--- src/sv/pwmfdm_pkg.sv ---
`timescale 1ns / 1ps
// Shared constants and types for the PWM frequency and duty meter.
// No dependencies; the top, front end, queue and back end refer to it by scoped names.
package pwmfdm_pkg;

    localparam int COUNT_WIDTH_DEF    = 16;
    localparam int FILTER_SAMPLES_DEF = 4;

    localparam int CLK_W  = 25;
    localparam int FREQ_W = 15;
    localparam int DUTY_W = 7;

    localparam logic [CLK_W-1:0] CLOCK_HZ_RESET = 25'd8000000;
    localparam int FREQ_MAX = 32767;
    localparam int DUTY_MAX = 100;
    localparam int KHZ_DIV  = 1000;
    localparam int PCT_MUL  = 100;

    // APB register map
    localparam int CFG_AW       = 3;
    localparam int REG_CLOCK_HZ = 0;

    // front-to-back queue
    localparam int QUEUE_DEPTH = 2;
    localparam int QPTR_W      = 1;
    localparam int QCNT_W      = 2;

    typedef struct packed {
        logic full;
        logic empty;
    } t_q_status;

    typedef enum logic [3:0] {
        PH_IDLE   = 4'b0001,
        PH_WAIT_A = 4'b0010,
        PH_WAIT_B = 4'b0100,
        PH_WAIT_C = 4'b1000
    } t_phase;

    typedef enum logic [4:0] {
        BK_IDLE  = 5'b00001,
        BK_MUL   = 5'b00010,
        BK_DIV_F = 5'b00100,
        BK_DIV_D = 5'b01000,
        BK_OUT   = 5'b10000
    } t_back_state;

endpackage

--- src/sv/pwm_frequency_duty_meter.sv ---
`timescale 1ns / 1ps
// Top level of the PWM frequency and duty meter: APB register, front end,
// queue and arithmetic back end. Uses pwmfdm_pkg and the pwmfdm_* modules.
//
// Input capture meter. Each slave-side transfer is one timer tick carrying a
// level sample (tuser 0) or a start command (tuser 1); ticks are taken one per
// clock. A 4-sample qualifier cleans the level, and the tick counter is
// captured at two successive qualified rising edges and the falling edge that
// follows. A finished capture set goes into a two-entry queue; the back end
// turns it into frequency (clock_hz over period, in kHz) and duty (percent,
// saturated at 100), or flags out_of_range when the captures do not increase,
// e.g. after a counter wrap. The back end's bit-serial divider sets the cost
// of a measurement: one division for frequency and one for duty, each DW bits
// wide with DW = max(25, COUNT_WIDTH+7), plus any output stall. Ticks keep
// being accepted meanwhile; s_tready drops only while the queue is full.
// clock_hz sits at byte address 0; write it only while the meter is idle (unenforced).
module pwm_frequency_duty_meter #(
    parameter int COUNT_WIDTH    = pwmfdm_pkg::COUNT_WIDTH_DEF,
    parameter int FILTER_SAMPLES = pwmfdm_pkg::FILTER_SAMPLES_DEF
) (
    input  logic                          i_clk,
    input  logic                          i_rst_n,
    // sample stream
    input  logic                          i_s_tvalid,
    output logic                          o_s_tready,
    input  logic [7:0]                    i_s_tdata,   // [0] signal_level, [7:1] zero
    input  logic                          i_s_tuser,   // [0] command
    // result stream
    output logic                          o_m_tvalid,
    input  logic                          i_m_tready,
    output logic [23:0]                   o_m_tdata,   // [14:0] freq_khz,
                                                       // [21:15] duty_percent, [23:22] zero
    output logic                          o_m_tuser,   // [0] out_of_range
    // configuration
    input  logic                          psel,
    input  logic                          penable,
    input  logic                          pwrite,
    input  logic [pwmfdm_pkg::CFG_AW-1:0] paddr,
    input  logic [31:0]                   pwdata,
    output logic [31:0]                   prdata,
    output logic                          pready
);

    localparam int EW = 2 * COUNT_WIDTH + 1;

    logic [pwmfdm_pkg::CLK_W-1:0]  r_clock_hz;
    logic                          w_sel_clock;
    logic                          w_push;
    logic                          w_pop;
    logic [EW-1:0]                 w_entry_in;
    logic [EW-1:0]                 w_entry_out;
    pwmfdm_pkg::t_q_status         w_q_status;
    logic [pwmfdm_pkg::FREQ_W-1:0] w_freq;
    logic [pwmfdm_pkg::DUTY_W-1:0] w_duty;

    assign pready      = 1'b1;
    assign w_sel_clock = (paddr[pwmfdm_pkg::CFG_AW-1:2] == 1'(pwmfdm_pkg::REG_CLOCK_HZ));
    assign prdata      = w_sel_clock ? 32'(r_clock_hz) : '0;

    always_ff @(posedge i_clk) begin
        if (!i_rst_n) begin
            r_clock_hz <= pwmfdm_pkg::CLOCK_HZ_RESET;
        end else if (psel && penable && pwrite && pready && w_sel_clock) begin
            r_clock_hz <= pwdata[pwmfdm_pkg::CLK_W-1:0];
        end
    end

    pwmfdm_front #(
        .COUNT_WIDTH    (COUNT_WIDTH),
        .FILTER_SAMPLES (FILTER_SAMPLES)
    ) u_front (
        .i_clk      (i_clk),
        .i_rst_n    (i_rst_n),
        .i_valid    (i_s_tvalid),
        .i_cmd      (i_s_tuser),
        .i_level    (i_s_tdata[0]),
        .i_q_status (w_q_status),
        .o_ready    (o_s_tready),
        .o_push     (w_push),
        .o_entry    (w_entry_in)
    );

    pwmfdm_queue #(
        .WIDTH (EW)
    ) u_queue (
        .i_clk    (i_clk),
        .i_rst_n  (i_rst_n),
        .i_push   (w_push),
        .i_data   (w_entry_in),
        .i_pop    (w_pop),
        .o_data   (w_entry_out),
        .o_status (w_q_status)
    );

    pwmfdm_back #(
        .COUNT_WIDTH (COUNT_WIDTH)
    ) u_back (
        .i_clk       (i_clk),
        .i_rst_n     (i_rst_n),
        .i_q_status  (w_q_status),
        .i_entry     (w_entry_out),
        .o_pop       (w_pop),
        .i_clock_hz  (r_clock_hz),
        .i_out_ready (i_m_tready),
        .o_out_valid (o_m_tvalid),
        .o_freq      (w_freq),
        .o_duty      (w_duty),
        .o_oor       (o_m_tuser)
    );

    assign o_m_tdata = {2'b00, w_duty, w_freq};

endmodule

--- src/sv/pwmfdm_front.sv ---
`timescale 1ns / 1ps
// Front end: sample qualifier, tick counter and edge capture sequence.
// Uses pwmfdm_pkg; pushes finished capture sets into pwmfdm_queue.
module pwmfdm_front #(
    parameter int COUNT_WIDTH    = pwmfdm_pkg::COUNT_WIDTH_DEF,
    parameter int FILTER_SAMPLES = pwmfdm_pkg::FILTER_SAMPLES_DEF
) (
    input  logic                      i_clk,
    input  logic                      i_rst_n,
    input  logic                      i_valid,
    input  logic                      i_cmd,
    input  logic                      i_level,
    input  pwmfdm_pkg::t_q_status     i_q_status,
    output logic                      o_ready,
    output logic                      o_push,
    output logic [2*COUNT_WIDTH:0]    o_entry     // {ok, high time, period}
);

    localparam int HW = (FILTER_SAMPLES > 1) ? FILTER_SAMPLES - 1 : 1;

    logic [COUNT_WIDTH-1:0]    r_tick, n_tick;
    logic [COUNT_WIDTH-1:0]    r_first, n_first;
    logic [COUNT_WIDTH-1:0]    r_second, n_second;
    pwmfdm_pkg::t_phase        r_phase, n_phase;
    logic [HW-1:0]             r_hist, n_hist;
    logic                      r_qual, n_qual;

    logic [FILTER_SAMPLES-1:0] w_window;
    logic [HW-1:0]             w_hist_next;
    logic                      w_accept;
    logic                      w_rise;
    logic                      w_fall;
    logic                      w_ok;

    generate
        if (FILTER_SAMPLES > 1) begin : g_hist
            assign w_window    = {r_hist[FILTER_SAMPLES-2:0], i_level};
            assign w_hist_next = w_window[FILTER_SAMPLES-2:0];
        end else begin : g_nohist
            assign w_window    = i_level;
            assign w_hist_next = r_hist;
        end
    endgenerate

    assign o_ready  = !i_q_status.full;
    assign w_accept = i_valid && o_ready;
    assign w_rise   = (w_window == '1) && !r_qual;
    assign w_fall   = (w_window == '0) && r_qual;

    // current count is the fall capture C
    assign w_ok    = (r_first < r_second) && (r_second < r_tick);
    assign o_entry = {w_ok, r_tick - r_second, r_second - r_first};

    always_comb begin
        n_tick   = r_tick;
        n_first  = r_first;
        n_second = r_second;
        n_phase  = r_phase;
        n_hist   = r_hist;
        n_qual   = r_qual;
        o_push   = 1'b0;
        if (w_accept) begin
            if (i_cmd) begin
                n_tick  = '0;
                n_phase = pwmfdm_pkg::PH_WAIT_A;
            end else begin
                n_hist = w_hist_next;
                if (w_rise) begin
                    n_qual = 1'b1;
                end else if (w_fall) begin
                    n_qual = 1'b0;
                end
                case (r_phase)
                    pwmfdm_pkg::PH_WAIT_A: begin
                        if (w_rise) begin
                            n_first = r_tick;
                            n_phase = pwmfdm_pkg::PH_WAIT_B;
                        end
                    end
                    pwmfdm_pkg::PH_WAIT_B: begin
                        if (w_rise) begin
                            n_second = r_tick;
                            n_phase  = pwmfdm_pkg::PH_WAIT_C;
                        end
                    end
                    pwmfdm_pkg::PH_WAIT_C: begin
                        if (w_fall) begin
                            o_push  = 1'b1;
                            n_phase = pwmfdm_pkg::PH_IDLE;
                        end
                    end
                    default: ;
                endcase
                n_tick = r_tick + COUNT_WIDTH'(1);
            end
        end
    end

    always_ff @(posedge i_clk) begin
        if (!i_rst_n) begin
            r_tick  <= '0;
            r_phase <= pwmfdm_pkg::PH_IDLE;
            r_hist  <= '0;
            r_qual  <= 1'b0;
        end else begin
            r_tick  <= n_tick;
            r_phase <= n_phase;
            r_hist  <= n_hist;
            r_qual  <= n_qual;
        end
    end

    always_ff @(posedge i_clk) begin
        r_first  <= n_first;
        r_second <= n_second;
    end

endmodule

--- src/sv/pwmfdm_queue.sv ---
`timescale 1ns / 1ps
// Two-entry queue between the capture front end and the arithmetic back end.
// Uses pwmfdm_pkg for depth, pointer widths and the status struct.
module pwmfdm_queue #(
    parameter int WIDTH = 2 * pwmfdm_pkg::COUNT_WIDTH_DEF + 1
) (
    input  logic                  i_clk,
    input  logic                  i_rst_n,
    input  logic                  i_push,
    input  logic [WIDTH-1:0]      i_data,
    input  logic                  i_pop,
    output logic [WIDTH-1:0]      o_data,
    output pwmfdm_pkg::t_q_status o_status
);

    logic [WIDTH-1:0]              r_mem [pwmfdm_pkg::QUEUE_DEPTH];
    logic [pwmfdm_pkg::QPTR_W-1:0] r_wr_ptr;
    logic [pwmfdm_pkg::QPTR_W-1:0] r_rd_ptr;
    logic [pwmfdm_pkg::QCNT_W-1:0] r_count;

    assign o_data         = r_mem[r_rd_ptr];
    assign o_status.full  = (r_count == pwmfdm_pkg::QCNT_W'(pwmfdm_pkg::QUEUE_DEPTH));
    assign o_status.empty = (r_count == '0);

    always_ff @(posedge i_clk) begin
        if (i_push) begin
            r_mem[r_wr_ptr] <= i_data;
        end
    end

    // push only when not full, pop only when not empty: the neighbours see to it
    always_ff @(posedge i_clk) begin
        if (!i_rst_n) begin
            r_wr_ptr <= '0;
            r_rd_ptr <= '0;
            r_count  <= '0;
        end else begin
            if (i_push) begin
                r_wr_ptr <= r_wr_ptr + pwmfdm_pkg::QPTR_W'(1);
            end
            if (i_pop) begin
                r_rd_ptr <= r_rd_ptr + pwmfdm_pkg::QPTR_W'(1);
            end
            case ({i_push, i_pop})
                2'b10:   r_count <= r_count + pwmfdm_pkg::QCNT_W'(1);
                2'b01:   r_count <= r_count - pwmfdm_pkg::QCNT_W'(1);
                default: r_count <= r_count;
            endcase
        end
    end

endmodule

--- src/sv/pwmfdm_back.sv ---
`timescale 1ns / 1ps
// Back end: turns a capture set into frequency and duty with a shared bit-serial
// restoring divider, or flags out_of_range; holds the result. Uses pwmfdm_pkg.
module pwmfdm_back #(
    parameter int COUNT_WIDTH = pwmfdm_pkg::COUNT_WIDTH_DEF
) (
    input  logic                             i_clk,
    input  logic                             i_rst_n,
    input  pwmfdm_pkg::t_q_status            i_q_status,
    input  logic [2*COUNT_WIDTH:0]           i_entry,
    output logic                             o_pop,
    input  logic [pwmfdm_pkg::CLK_W-1:0]     i_clock_hz,
    input  logic                             i_out_ready,
    output logic                             o_out_valid,
    output logic [pwmfdm_pkg::FREQ_W-1:0]    o_freq,
    output logic [pwmfdm_pkg::DUTY_W-1:0]    o_duty,
    output logic                             o_oor
);

    // divisor period*1000 (1000 < 2^10) or period, dividend clock_hz or high*100
    localparam int DVW   = COUNT_WIDTH + 10;
    localparam int DW    = (COUNT_WIDTH + 7 > pwmfdm_pkg::CLK_W) ?
                           COUNT_WIDTH + 7 : pwmfdm_pkg::CLK_W;
    localparam int CNT_W = $clog2(DW + 1);

    pwmfdm_pkg::t_back_state r_state;

    logic [COUNT_WIDTH-1:0]        r_period;
    logic [COUNT_WIDTH-1:0]        r_high;
    logic                          r_ok;
    logic [DW-1:0]                 r_num_d;
    logic [DVW-1:0]                r_den;
    logic [DVW-1:0]                r_rem;
    logic [DW-1:0]                 r_quo;
    logic [CNT_W-1:0]              r_cnt;
    logic                          r_out_valid;
    logic [pwmfdm_pkg::FREQ_W-1:0] r_freq;
    logic [pwmfdm_pkg::DUTY_W-1:0] r_duty;
    logic                          r_oor;

    logic [DVW:0]   w_shift;
    logic [DVW:0]   w_diff;
    logic           w_ge;
    logic [DVW-1:0] n_rem;
    logic [DW-1:0]  n_quo;
    logic           w_div_done;

    // one quotient bit a cycle
    assign w_shift    = {r_rem, r_quo[DW-1]};
    assign w_diff     = w_shift - {1'b0, r_den};
    assign w_ge       = (w_shift >= {1'b0, r_den});
    assign n_rem      = w_ge ? w_diff[DVW-1:0] : w_shift[DVW-1:0];
    assign n_quo      = {r_quo[DW-2:0], w_ge};
    assign w_div_done = (r_cnt == '0);

    assign o_pop       = (r_state == pwmfdm_pkg::BK_IDLE) && !i_q_status.empty;
    assign o_out_valid = r_out_valid;
    assign o_freq      = r_freq;
    assign o_duty      = r_duty;
    assign o_oor       = r_oor;

    always_ff @(posedge i_clk) begin
        if (!i_rst_n) begin
            r_state     <= pwmfdm_pkg::BK_IDLE;
            r_out_valid <= 1'b0;
            r_cnt       <= '0;
        end else begin
            case (r_state)
                pwmfdm_pkg::BK_IDLE: begin
                    if (o_pop) begin
                        r_period <= i_entry[COUNT_WIDTH-1:0];
                        r_high   <= i_entry[2*COUNT_WIDTH-1:COUNT_WIDTH];
                        r_ok     <= i_entry[2*COUNT_WIDTH];
                        r_state  <= pwmfdm_pkg::BK_MUL;
                    end
                end
                pwmfdm_pkg::BK_MUL: begin
                    if (r_ok) begin
                        // floor(floor(x/p)/1000) equals floor(x/(p*1000))
                        r_den   <= DVW'(r_period) * DVW'(pwmfdm_pkg::KHZ_DIV);
                        r_num_d <= DW'(r_high) * DW'(pwmfdm_pkg::PCT_MUL);
                        r_quo   <= DW'(i_clock_hz);
                        r_rem   <= '0;
                        r_cnt   <= CNT_W'(DW);
                        r_state <= pwmfdm_pkg::BK_DIV_F;
                    end else begin
                        r_freq      <= '0;
                        r_duty      <= '0;
                        r_oor       <= 1'b1;
                        r_out_valid <= 1'b1;
                        r_state     <= pwmfdm_pkg::BK_OUT;
                    end
                end
                pwmfdm_pkg::BK_DIV_F: begin
                    if (w_div_done) begin
                        r_freq  <= (r_quo > DW'(pwmfdm_pkg::FREQ_MAX)) ?
                                   pwmfdm_pkg::FREQ_W'(pwmfdm_pkg::FREQ_MAX) :
                                   r_quo[pwmfdm_pkg::FREQ_W-1:0];
                        r_quo   <= r_num_d;
                        r_rem   <= '0;
                        r_den   <= DVW'(r_period);
                        r_cnt   <= CNT_W'(DW);
                        r_state <= pwmfdm_pkg::BK_DIV_D;
                    end else begin
                        r_quo <= n_quo;
                        r_rem <= n_rem;
                        r_cnt <= r_cnt - CNT_W'(1);
                    end
                end
                pwmfdm_pkg::BK_DIV_D: begin
                    if (w_div_done) begin
                        r_duty      <= (r_quo > DW'(pwmfdm_pkg::DUTY_MAX)) ?
                                       pwmfdm_pkg::DUTY_W'(pwmfdm_pkg::DUTY_MAX) :
                                       r_quo[pwmfdm_pkg::DUTY_W-1:0];
                        r_oor       <= 1'b0;
                        r_out_valid <= 1'b1;
                        r_state     <= pwmfdm_pkg::BK_OUT;
                    end else begin
                        r_quo <= n_quo;
                        r_rem <= n_rem;
                        r_cnt <= r_cnt - CNT_W'(1);
                    end
                end
                pwmfdm_pkg::BK_OUT: begin
                    if (i_out_ready) begin
                        r_out_valid <= 1'b0;
                        r_state     <= pwmfdm_pkg::BK_IDLE;
                    end
                end
                default: begin
                    r_state <= pwmfdm_pkg::BK_IDLE;
                end
            endcase
        end
    end

endmodule

--- config.mk ---
export PLATFORM = sky130hd
export DESIGN_NAME = pwm_frequency_duty_meter
export DESIGN_NICKNAME = d
export VERILOG_FILES = /design/src/sv/pwmfdm_pkg.sv /design/src/sv/pwm_frequency_duty_meter.sv /design/src/sv/pwmfdm_front.sv /design/src/sv/pwmfdm_queue.sv /design/src/sv/pwmfdm_back.sv
export SDC_FILE = /design/constraint.sdc
export NUM_CORES = 1
export LEC_CHECK = 0
export ABC_AREA = 1
export BUFFER_PORTS_ARGS = -buffer_cell sky130_fd_sc_hd__buf_4
export CAP_MARGIN = 10
export CORE_MARGIN = 1.5
export CORE_UTILIZATION = 30
export CTS_CLUSTER_SIZE = 24
export DETAILED_ROUTE_END_ITERATION = 8
export MAX_ROUTING_LAYER = met4
export SLEW_MARGIN = 20
export SYNTH_ARGS = -nofsm -noshare
export SYNTH_HDL_FRONTEND = slang
export SYNTH_HIERARCHICAL = 1
export SYNTH_SLANG_ARGS = --single-unit
export TNS_END_PERCENT = 50
--- constraint.sdc ---
create_clock -name i_clk -period 5.9 [get_ports i_clk]
set_clock_uncertainty 0.1 [all_clocks]
set_input_delay 1.18 -clock i_clk [delete_from_list [all_inputs] [get_ports i_clk]]
set_output_delay 1.18 -clock i_clk [all_outputs]
set_load 0.005 [all_outputs]
==> results.sh <==
export IMPL_cts_max_level=2
export IMPL_drive_above_1_share_pct=8.63
export IMPL_drt_iter0_drc=970
export IMPL_io_pins=111
export IMPL_synth_cell_types=52
export IMPL_power_mw=8.48
export IMPL_synthFlopType="edfxtp_1"
export IMPL_row_count=97
export IMPL_regArea_um2=8870
export IMPL_die_h_um=270
export IMPL_synth_compound_area_share_pct=6.64
export IMPL_core_um2=70300
export IMPL_initial_core_util_pct=30.4
export IMPL_ys_seq_elements=317
export IMPL_root_buffer="clkbuf_16"
export IMPL_dieArea_um2=72800
export IMPL_clock_fmax_mhz=223
export IMPL_clk_latency_ns=0.55
export IMPL_synthMuxAreaShare_pct=2.27
export IMPL_critPathTopFamily="adder cells"
export IMPL_yosysTopAreaCellShare_pct=35.4
export IMPL_grt_use_total_pct=12.8
export IMPL_async_reset_ff_share_pct=0
export IMPL_peakVddDrop_uv=255
export IMPL_synth_top_family_by_area="simple AND/OR/NAND/NOR gates"
export IMPL_finalHoldViolCount=0
export IMPL_cpPeakStageDelay_ns=0.55
export IMPL_leakage_nw=11.7
export IMPL_syn_area_um2=21400
export IMPL_port_buffers=84
export IMPL_layout_min_cycle_time_ns=4.48
export IMPL_postLayoutCoreUtil_pct=34.4
export IMPL_cts_sinks=317
export IMPL_clk_pin_slew_worst_paths_ns=0.06
export IMPL_antenna_found_initial=1
export IMPL_wire_per_inst_um=12.9
export IMPL_grt_ovfl_total=0
export IMPL_cp_start_kind="flip-flop"
export IMPL_yosysTopAreaCell="edfxtp_1"
export IMPL_grt_pass1_vias=14800
export IMPL_num_antenna_cells=0
export IMPL_yosysWarnings=6
export IMPL_path_max_fanout=5
export IMPL_numCtsBuffers=37
export IMPL_max_cap_viol_count=0
export IMPL_place_gp_congestion=0.904
export IMPL_fin_crit_sh_pct=75.9
export IMPL_num_nets_final=2897
export IMPL_place_area_um2=23000
export IMPL_status="completed"
export IMPL_area_growth_pct=13.0
export IMPL_synth_edff_count=252
export IMPL_synthSimpleGateAreaFrac_pct=21.0
export IMPL_ant_nets=0
export IMPL_max_clock_path_buffers=3
export IMPL_cts_tree="built"
export IMPL_synth_xor_area_share_pct=1.93
export IMPL_dr_pass1_iters=6
export IMPL_synth_fa_ha_area_share_pct=16.1
export IMPL_synthTopCellsByArea="edfxtp_1 (35%), nand2_1 (11%), ha_1 (9.7%), inv_1 (8.8%), fa_1 (6.4%)"
export IMPL_synth_avg_cell_area_um2=8.48
export IMPL_postSynthCellCount=2519
export IMPL_yosysSeqAreaShare_pct=41.5
export IMPL_fin_tns_setup_ns=0
export IMPL_setup_viol=0
export IMPL_crit_top_cell="fa_1"
export IMPL_multiInputGateArea_um2=10300
export IMPL_rsz0062_at_grt="no"
export IMPL_p_per_area_nw_per_um2=351
export IMPL_finalMaxSlewViolations=0
export IMPL_finalNonFillerCells=3581
export IMPL_dp_cells=3513
export IMPL_fill_cells=7301
export IMPL_required_ns=6.08
export IMPL_endpoint_kind="flip-flop"
export IMPL_drc=0
export IMPL_grt_max_degree=52
export IMPL_slowest_stage="fa_1"
export IMPL_worstPathCellList="inv_1 > fa_1 > fa_1 > fa_1 > fa_1 > inv_1 > ha_1 > a21oi_1 > o21ai_0 > a21oi_1 > inv_1 > or2_2 > nand3_1 > o21ai_0"
export IMPL_postCtsSetupBuffers=0
export IMPL_cts_hold_buf=0
export IMPL_critPathBufInv=3
export IMPL_cts_resized=0
export IMPL_vias=15800
export IMPL_hpwl_mm=35.7
export IMPL_tightest_slew_ns=0.813
export IMPL_viasPerCell=4.42
export IMPL_worst_ep_arrival_time_ns=4.66
export IMPL_grt_pass1_wl_mm=75.0
export IMPL_critPathKind="flip-flop to flip-flop"
export IMPL_hp_class="flip-flop to flip-flop"
export IMPL_routed_wl_mm=46.1
export IMPL_fin_area_um2=24100
export IMPL_slew_headroom_pct=45.7
export IMPL_dieWidth_um=270
==> per-layer routing <==
layer  vias to the layer above  GRT usage [%]  wire, um
li1                       8223              -         -
met5                         -              -         0
met4                         0           2.97       816
met2                       235           19.7     20600
met1                      7314           17.7     22900
met3                        56           1.82      1840
==> Yosys cell counts (4+ instances only) <==
master / n
nand2_2: 5
inv_1: 499
nor2_1: 264
nand3b_1: 12
nand2_1: 602
xnor2_1: 10
o211ai_1: 16
nor3_1: 17
fa_1: 68
nand3_1: 123
nor4_1: 4
nand4_1: 23
buf_6: 8
edfxtp_1: 252
ha_1: 166
dfxtp_1: 65
buf_4: 11
a21o_1: 8
xor2_1: 37
a21oi_1: 110
inv_2: 6
o21ai_0: 94
mux2_4: 30
o21bai_1: 10
buf_2: 11
clkbuf_1: 14
==> path summary, 6_finish.rpt <==
path / start / end / slack (ns) / depth (start not counted)
setup / recovery: u_back/r_period[2] / u_back/r_den[13] / 1.42 / 14
setup reg to reg: u_back/r_period[2] / u_back/r_den[13] / 1.42 / 14
hold reg to reg: u_back/r_cnt[0] / u_back/r_cnt[0] / 0.36 / 1
hold / removal: u_back/r_cnt[0] / u_back/r_cnt[0] / 0.36 / 1
==> power by group <==
| group | switching, mW | total, mW | internal, mW | leakage [nW] |
|---|---|---|---|---|
| clock | 0.969 | 2.24 | 1.27 | 0.564 |
| combinational | 2.15 | 3.53 | 1.37 | 8.24 |
| sequential | 0.0844 | 2.72 | 2.63 | 2.87 |
| total | 3.21 | 8.48 | 5.27 | 11.7 |
==> area by class of cell <==
cell class              count  area share [%]
well taps                 940            4.87
clock inverters            29           0.990
multi-input cells        1654            42.6
repair buffers             96            2.98
inverters                 506            7.88
flip-flops and latches    317            36.7
clock buffers              39            3.91
==> registers in the layout, summed over array words and instances (netlist names), 21 cells and up, named ones only <==
| register | count |
|---|---|
| u_queue/r_mem | 66 |
| u_back/r_den | 26 |
| u_back/r_rem | 26 |
| r_clock_hz | 25 |
| u_back/r_quo | 25 |
| u_back/r_num_d | 21 |
==> metrics by stage <==
step	worst slack [ns]	hold WS [ns]
finish	1.42	0.361
global route	1.08	0.379
CTS	1.42	0.361
detailed placement	1.43	0.352
global placement	1.47	0.348
floorplan	1.42	0.332
==> kinds of logic after synthesis <==
group	count (synthesis)
buf+inv	556
simple gates	1072
xor+xnor	47
fa+ha+maj	234
compound gates	258
flops	317
mux	33
other cells	2
==> cell usage in the layout, fill, tap and decap left out, types with 8 or more instances in the layout <==
cell type    n
buf_4       96
mux2_4      30
nor3_1      15
xor2_1      37
o21ai_0     94
edfxtp_1   252
nand3_1    123
conb_1      10
a21oi_1    110
o21bai_1    10
nand3b_1    12
inv_1      498
xnor2_1     10
a21o_1       8
dfxtp_1     64
o211ai_1    16
clkbuf_16   37
nand4_1     23
fa_1        68
nor2_1     262
nand2_1    602
ha_1       166
==> worst reg2reg max path, stage by stage (launching register included) <==
cell	delay (ns)
edfxtp_1	0.49
inv_1	0.19
fa_1	0.46
fa_1	0.55
fa_1	0.45
fa_1	0.52
inv_1	0.04
ha_1	0.34
a21oi_1	0.28
o21ai_0	0.16
a21oi_1	0.14
inv_1	0.09
or2_2	0.28
nand3_1	0.06
o21ai_0	0.07
No activity file was read; power rests on OpenSTA's default activity.
